### src/sv/lzss_stream_decoder_assert.svh
// Assertion macros for the LZSS stream decoder.
// Used by the top level; no other dependencies.
`ifndef LZSS_STREAM_DECODER_ASSERT_SVH
`define LZSS_STREAM_DECODER_ASSERT_SVH

`ifndef SYNTH
// same-cycle implication
`define LZSSD_ASSERT_NOW(label, clk, rst_n, a, c) \
	label: assert property (@(posedge clk) disable iff (!rst_n) (a) |-> (c)) \
		else $error("lzssd assertion failed");
// next-cycle implication
`define LZSSD_ASSERT_NEXT(label, clk, rst_n, a, c) \
	label: assert property (@(posedge clk) disable iff (!rst_n) (a) |=> (c)) \
		else $error("lzssd assertion failed");
`else
`define LZSSD_ASSERT_NOW(label, clk, rst_n, a, c)
`define LZSSD_ASSERT_NEXT(label, clk, rst_n, a, c)
`endif

`endif

### src/sv/lzssd_pkg.sv
// Shared types and constants of the LZSS stream decoder.
// No dependencies; imported by the control, output and top modules.
package lzssd_pkg;

	localparam logic [15:0] RESET_OUTPUT_SIZE = 16'd1680;
	localparam logic [3:0]  FLAGS_PER_BYTE    = 4'd8;
	localparam logic [5:0]  LEN_BIAS          = 6'd3;
	localparam logic [11:0] OFFSET_BIAS       = 12'd1;

	// token parser and copy sequencer
	typedef enum logic [1:0] {
		ST_FLAG,
		ST_TOKEN,
		ST_MATCH2,
		ST_COPY
	} fsm_state_t;

	// where the byte held in the issue stage comes from
	typedef enum logic [1:0] {
		SRC_LIT,
		SRC_MEM,
		SRC_FWD,
		SRC_ZERO
	} byte_src_t;

	typedef struct packed {
		logic [7:0] in_byte;
		logic       new_stream;
	} in_item_t;

	typedef struct packed {
		logic [7:0] out_byte;
		logic       last_of_run;
		logic       stream_done;
		logic       bad_offset;
	} out_item_t;

endpackage

### src/sv/lzssd_out_reg.sv
// Output register between the issue stage and the result channel.
// Depends on lzssd_pkg.
module lzssd_out_reg (
	input  logic                 clk,
	input  logic                 arst_n,
	input  logic                 item_valid,
	input  lzssd_pkg::out_item_t item,
	output logic                 item_ready,
	output logic                 out_valid,
	input  logic                 out_ready,
	output lzssd_pkg::out_item_t out_data
);
	import lzssd_pkg::*;

	logic      out_valid_q;
	out_item_t out_data_q;

	// free when empty or being emptied this cycle
	assign item_ready = !out_valid_q || out_ready;

	always_ff @(posedge clk or negedge arst_n) begin
		if (!arst_n) begin
			out_valid_q <= 1'b0;
		end else if (item_ready) begin
			out_valid_q <= item_valid;
		end
	end

	always_ff @(posedge clk) begin
		if (item_ready && item_valid) begin
			out_data_q <= item;
		end
	end

	assign out_valid = out_valid_q;
	assign out_data  = out_data_q;

endmodule

### config.mk
export PLATFORM = sky130hd
export DESIGN_NAME = lzssd_out_reg
export DESIGN_NICKNAME = d
export VERILOG_FILES = /design/src/sv/lzss_stream_decoder_assert.svh /design/src/sv/lzssd_pkg.sv /design/src/sv/lzssd_out_reg.sv
export SDC_FILE = /design/constraint.sdc
export NUM_CORES = 1
export LEC_CHECK = 0
export BUFFER_PORTS_ARGS = -buffer_cell sky130_fd_sc_hd__buf_2
export CAP_MARGIN = 20
export CORE_AREA = 2 2 39 41
export CTS_CLUSTER_DIAMETER = 80
export DETAILED_ROUTE_END_ITERATION = 10
export DIE_AREA = 0 0 41 43
export HOLD_SLACK_MARGIN = 0.15
export PLACE_DENSITY = 0.65
export SLEW_MARGIN = 30
export SYNTH_ARGS = -nofsm -noshare
export SYNTH_HDL_FRONTEND = slang
export SYNTH_SLANG_ARGS = --single-unit
### constraint.sdc
create_clock -name clk -period 1.4 [get_ports clk]
set_clock_uncertainty 0.05 [all_clocks]
set_input_delay 0 -clock clk [delete_from_list [all_inputs] [get_ports clk]]
set_output_delay 0 -clock clk [all_outputs]
set_load 0.005 [all_outputs]
==> qor.csv, run 1 <==
metric,value,unit
run status,"complete, no violations",
P_sw,0.141,mW
synth warn,0,
fraction of synthesized area in multiplexers,0,
slowest library cell on the worst path,dlygate4sd3_1,
clk slew on worst S/H paths,70,ps
die width,41,um
Int Pwr,0.578,mW
Final Total Pwr,0.719,mW
Peak VDD IR,0.457,mV
remaining global-route overflow,0,
count of different cell masters after synthesis,5,
antenna-violating nets left,0,
Die Height,43,um
Worst Hold Class,in2reg,
Final Util,0.517,
setup TNS,0,ps
detailed-route via count,303,
CP arrival,1350,ps
I/O Buffers,27,
GRT Util Overall,0.102,
Post-Synth Adder-Cell Area,0,
Synth Cell Area,384,um2
DRC Markers,0,
Compound-Gate Fraction of Synth Area,0,
core area,1380,um2
Vias/cell,3.94,
worst setup margin,149,ps
Max clock buf depth,2,
Worst-Skew Late Latency,260,ps
CTS Buf Count,3,
Fill cells,115,
clock sink count,12,
Clk pwr share,0.291,
Placer Congestion,0.577,
fin crit period,1250,ps
drt total wl,789,um
area growth from synthesis to layout,86.3,%
Setup crit end kind,flop,
final setup fails,0,
H-tree level count,1,
ANT cells,0,
Max Cap Viol,0,
CP Launch Type,flop,
Initial Utilization,0.278,
Logic pwr share,0.124,
largest net degree at the start of global routing,12,
fin crit share,0.894,
share of post-route cells with drive strength above 1,0.525,
pre-CTS setup slack,343,ps
most used cells in the layout excluding fill and tap cells,"buf_2 (27), dlygate4sd3_1 (15), edfxtp_1 (11)",
row cnt,14,
Post-Synth XOR/XNOR Area,0,
Syn Inst Count,15,
Critical R2R Launch,out_valid,
static leakage,0.314,nW
Worst Tran Pin Value,146,ps
reg2reg end,out_valid,
TritonCTS clock tree,built,
CP required,1500,ps
io pins,28,
antenna violations before repair,0,
sequential share of the synthesized area,0.925,
worst setup path startpoint,out_valid,
routed len/inst,10.2,um
clock root buffer,clkbuf_4,
fmax,0.799,GHz
Mapped Nets,30,
Max Fanout on Critical Path,3,
Synth Register Bits,12,
relative slew slack,0.903,
largest family of logic cells by synthesized area,simple AND/OR/NAND/NOR gates,
Initial DRC Count,0,
flop2flop setup slack,150,ps
critical path cell sequence,nand2b_4 -> nand2b_1 -> dlygate4sd3_1,
TritonRoute pass-1 iters,1,
switching share of power,0.196,
NumNets Final,77,
R2R depth,3,
Pins Over Slew Limit,0,
RSZ-0062 raised after global routing,false,
Top delay family on crit path,buffers and inverters,
final instance area,716,um2
number of global-route vias before repair,291,
Power Density,1000,nW/um2
final hold viol count,0,
first-pass GRT wire length,1090,um
Setup crit end,out_valid,
Flop pwr share,0.585,
mean area per synthesized cell,25.6,um2
fraction of the mapped netlist area in simple logic gates,0.0749,
Worst Setup Path Type,reg2reg,
WP depth,3,
Die ar.,1760,um2
"commonest non-fill, non-tap cell in the layout",buf_2,
Crit path largest cell delay,550,ps
WP buf/inv,1,
Post-Place Cell Area,539,um2
-- layout make-up --
| type | instances | area (um2) | area share |
|---|---|---|---|
| Multi-Input combinational cell | 3 | 28.8 | 0.0402 |
| Tap cell | 16 | 20.0 | 0.0280 |
| Clock inverter | 1 | 3.75 | 0.00524 |
| Timing Repair Buffer | 42 | 285 | 0.399 |
| Sequential cell | 12 | 355 | 0.497 |
| Clock buffer | 3 | 22.5 | 0.0315 |
-- metrics by stage --
step	cells	hold slack, ps
floorplan	15	-346
detailed placement	58	-272
global placement	58	-274
CTS	77	237
finish	77	235
global route	77	248
-- per-layer routing --
metal	track usage	up-vias	part of all wire
met2	0.144	24	0.47
met1	0.113	131	0.40
met4	0.100	0	0
met3	0.0314	0	0.13
li1	-	148	-
met5	0	-	0
-- synthesized netlist by cell type (all sizes together) --
cell	number	area share
edfxtp	11	0.86
and2	1	0.023
dfrtp	1	0.065
nand2b	2	0.052
-- registers in the layout, summed over array words and instances, names as in the netlist --
| signal | flops |
|---|---|
| out_data | 11 |
| out_valid | 1 |
-- worst min-delay path: stages --
cell      delay (ps)
buf_2             70
nand2b_4         110
and2_4           220
-- power by group through the flow --
stage	combinational [mW]	sequential [mW]	clock, mW
after global placement	0.0575	0.428	0
final	0.0894	0.421	0.209
after global routing	0.0991	0.422	0.237
after CTS	0.0902	0.421	0.219
after floorplan	0.0139	0.432	0
after detailed placement	0.0578	0.429	0
-- worst min path at each step --
stage | startpoint | endpoint | slack [ps] | cells past startpoint
after CTS | out_ready | out_data[4] | 240 | 3
after detailed placement | arst_n | out_valid | -270 | 1
final | out_ready | out_data[4] | 240 | 3
after global routing | out_ready | out_data[4] | 250 | 3
after global placement | arst_n | out_valid | -270 | 1
after floorplan | arst_n | out_valid | -350 | 0
-- kinds of logic after synthesis --
family,Yosys count
flops,12
simple gates,3
-- what timing repair did --
action,in CTS,in global routing
buffers inserted,0,0
resized for setup,0,0
setup endpoints to repair,0,0
endpoints found under the hold margin,24,0
hold buffers,15,0
No activity file was read; power rests on OpenSTA's default activity.
==> run 2: changes to the inputs <==
ABC_AREA = 1   (was not set)
CTS_CLUSTER_DIAMETER = not set   (was 80)
==> qor.csv, run 2 <==
metric,value,unit,change
Hold WS,240,ps,+4.95 ps
area growth from synthesis to layout,94.0,%,
Vias/cell,3.70,,-6.0%
final instance area,728,um2,+1.7%
setup TNS,0,ps,unchanged
Final Total Pwr,0.763,mW,+6.1%
multi-input combinational cell area,16.3,um2,-43%
placed wire-length estimate,475,um,
Final Util,0.526,,+0.00904
Placer Congestion,0.627,,+8.6%
Compound-Gate Fraction of Synth Area,0.0133,,+0.0133
RSZ-0062 raised after global routing,false,,
Post-Synth XOR/XNOR Area,0,,unchanged
Die Height,43,um,unchanged
max reg flops,11,,unchanged
Worst Hold Class,in2reg,,
share of post-route cells with drive strength above 1,0.516,,-0.00897
TritonCTS clock tree,built,,
detailed-route via count,296,,-2.3%
routed len/inst,8.69,um,-15%
CP arrival,1350,ps,about the same
Fill cells,127,,+10%
number of flops mapped to enable cells by yosys,11,,unchanged
clk slew on worst S/H paths,70,ps,about the same
Worst Tran Pin Value,134,ps,-11.6 ps
remaining global-route overflow,0,,unchanged
ys async rst share,0.0833,,unchanged
first-pass GRT wire length,1060,um,-3.2%
Initial Utilization,0.271,,-0.00633
Pins Over Slew Limit,0,,unchanged
CP Launch Type,flop,,
Setup crit end kind,flop,,
dominant cells by area after synthesis,"edfxtp_1 (88%), dfrtp_1 (6.7%), inv_1 (2.0%)",,
Mapped Nets,32,,+6.7%
Synth Flop Type,edfxtp_1,,
I/O Buffers,27,,unchanged
row cnt,14,,unchanged
count of different cell masters after synthesis,5,,unchanged
sequential share of the synthesized area,0.947,,+0.0216
Worst Setup Path Type,reg2reg,,
top cell type's share of synthesized area,0.880,,+0.0201
die width,41,um,unchanged
Synth Cell Area,375,um2,-2.3%
clock root buffer,clkbuf_4,,
largest family of logic cells by synthesized area,buffers and inverters,,
ANT cells,0,,unchanged
Post-Synth Adder-Cell Area,0,,unchanged
CP required,1490,ps,about the same
number of global-route vias before repair,268,,-7.9%
antenna violations before repair,0,,unchanged
Reg area,355,um2,unchanged
flop2flop setup slack,150,ps,about the same
mean area per synthesized cell,22.1,um2,-14%
drt total wl,695,um,-12%
final hold viol count,0,,unchanged
static leakage,0.326,nW,+4.0%
worst setup margin,149,ps,+0.313 ps
antenna-violating nets left,0,,unchanged
Worst-Skew Late Latency,260,ps,about the same
TritonRoute pass-1 iters,2,,+1
top-count cell post-synth,edfxtp_1,,
core area,1380,um2,unchanged
fmax,0.799,GHz,about the same
io pins,28,,unchanged
final std cells w/o fill,80,,+3.9%
H-tree level count,1,,unchanged
fraction of synthesized area in multiplexers,0,,unchanged
Peak VDD IR,0.591,mV,+29%
Max clock buf depth,2,,unchanged
Max Cap Viol,0,,unchanged
fin crit share,0.894,,about the same
relative slew slack,0.911,,+0.00772
Initial DRC Count,1,,+1
largest area contributor in the netlist,edfxtp_1,,
CTS Buf Count,3,,unchanged
fraction of the mapped netlist area in simple logic gates,0.0200,,-0.0549
Synth Register Bits,12,,unchanged
fin crit period,1250,ps,-0.313 ps
clock sink count,12,,unchanged
final setup fails,0,,unchanged
Max Fanout on Critical Path,3,,unchanged
DRC Markers,0,,unchanged
synth warn,0,,unchanged
GRT Util Overall,0.0895,,-0.0127
NumNets Final,80,,+3.9%
Die ar.,1760,um2,unchanged
most used cells in the layout excluding fill and tap cells,"buf_2 (27), dlygate4sd3_1 (15), edfxtp_1 (11)",,
"commonest non-fill, non-tap cell in the layout",buf_2,,
Power Density,1050,nW/um2,+4.3%
setup bufs post-CTS,0,,unchanged
largest net degree at the start of global routing,12,,unchanged
run status,"complete, no violations",,
Syn Inst Count,17,,+2
pre-CTS setup slack,333,ps,-10.3 ps
Post-Place Cell Area,542,um2,+0.46%
Commonest cells post-synth,"edfxtp_1 (11), inv_1 (2), nand2_1 (2)",,
Cells after DPL,61,,+5.2%
run 2: cell types whose count changed after synthesis, sizes merged:
| cell | delta |
|---|---|
| nand2 | +2 |
| a21oi | +1 |
| inv | +2 |
| nand2b | -2 |
| and2 | -1 |
run 2: where the power goes:
group          switching (mW)  total [mW]  internal [mW]
registers             0.00473       0.419          0.415
logic                  0.0302      0.0891         0.0588
clock network          0.0969       0.255          0.158
run 2: layout make-up:
| type | count | area share |
|---|---|---|
| multi-input cells | 3 | 0.0223 |
| inverters | 2 | 0.0103 |
| flip-flops and latches | 12 | 0.488 |
| clock buffers | 4 | 0.0498 |
| well taps | 16 | 0.0275 |
| repair buffers | 43 | 0.402 |
run 2: logic make-up (layout without fill, tap and decap cells):
family                 Yosys count  after routing
flip-flops                      12             12
AND/OR/NAND/NOR                  2              2
AO/OA/AOI/OAI                    1              1
buffers and inverters            2             49
run 2: worst paths after layout:
path | endpoint | cells after the start | start
worst max-delay path | out_valid | 3 | out_valid
worst min-delay path | out_data[4] | 4 | out_ready
worst max register to register | out_valid | 3 | out_valid
worst min register to register | out_data[4] | 2 | out_valid
max in group asynchronous | out_valid | 3 | arst_n
min in group asynchronous | out_valid | 3 | arst_n
run 2: worst max-delay path, stage by stage (launching register included):
cell	delay, ps
dfrtp_1	400
nand2_1	90
nand2_1	50
dlygate4sd3_1	550
run 2: routing by layer:
metal	wire length (um)	part of all wire	vias to the layer above	track usage
li1	-	-	156	-
met1	254	0.37	126	0.115
met2	376	0.54	14	0.141
met3	64	0.092	0	0.0157
met4	0	0	0	0.0400
met5	0	0	-	0
run 2: what timing repair did:
item,CTS,global route
resized for setup,0,0
hold endpoints to repair,13,0
hold buffers,15,0
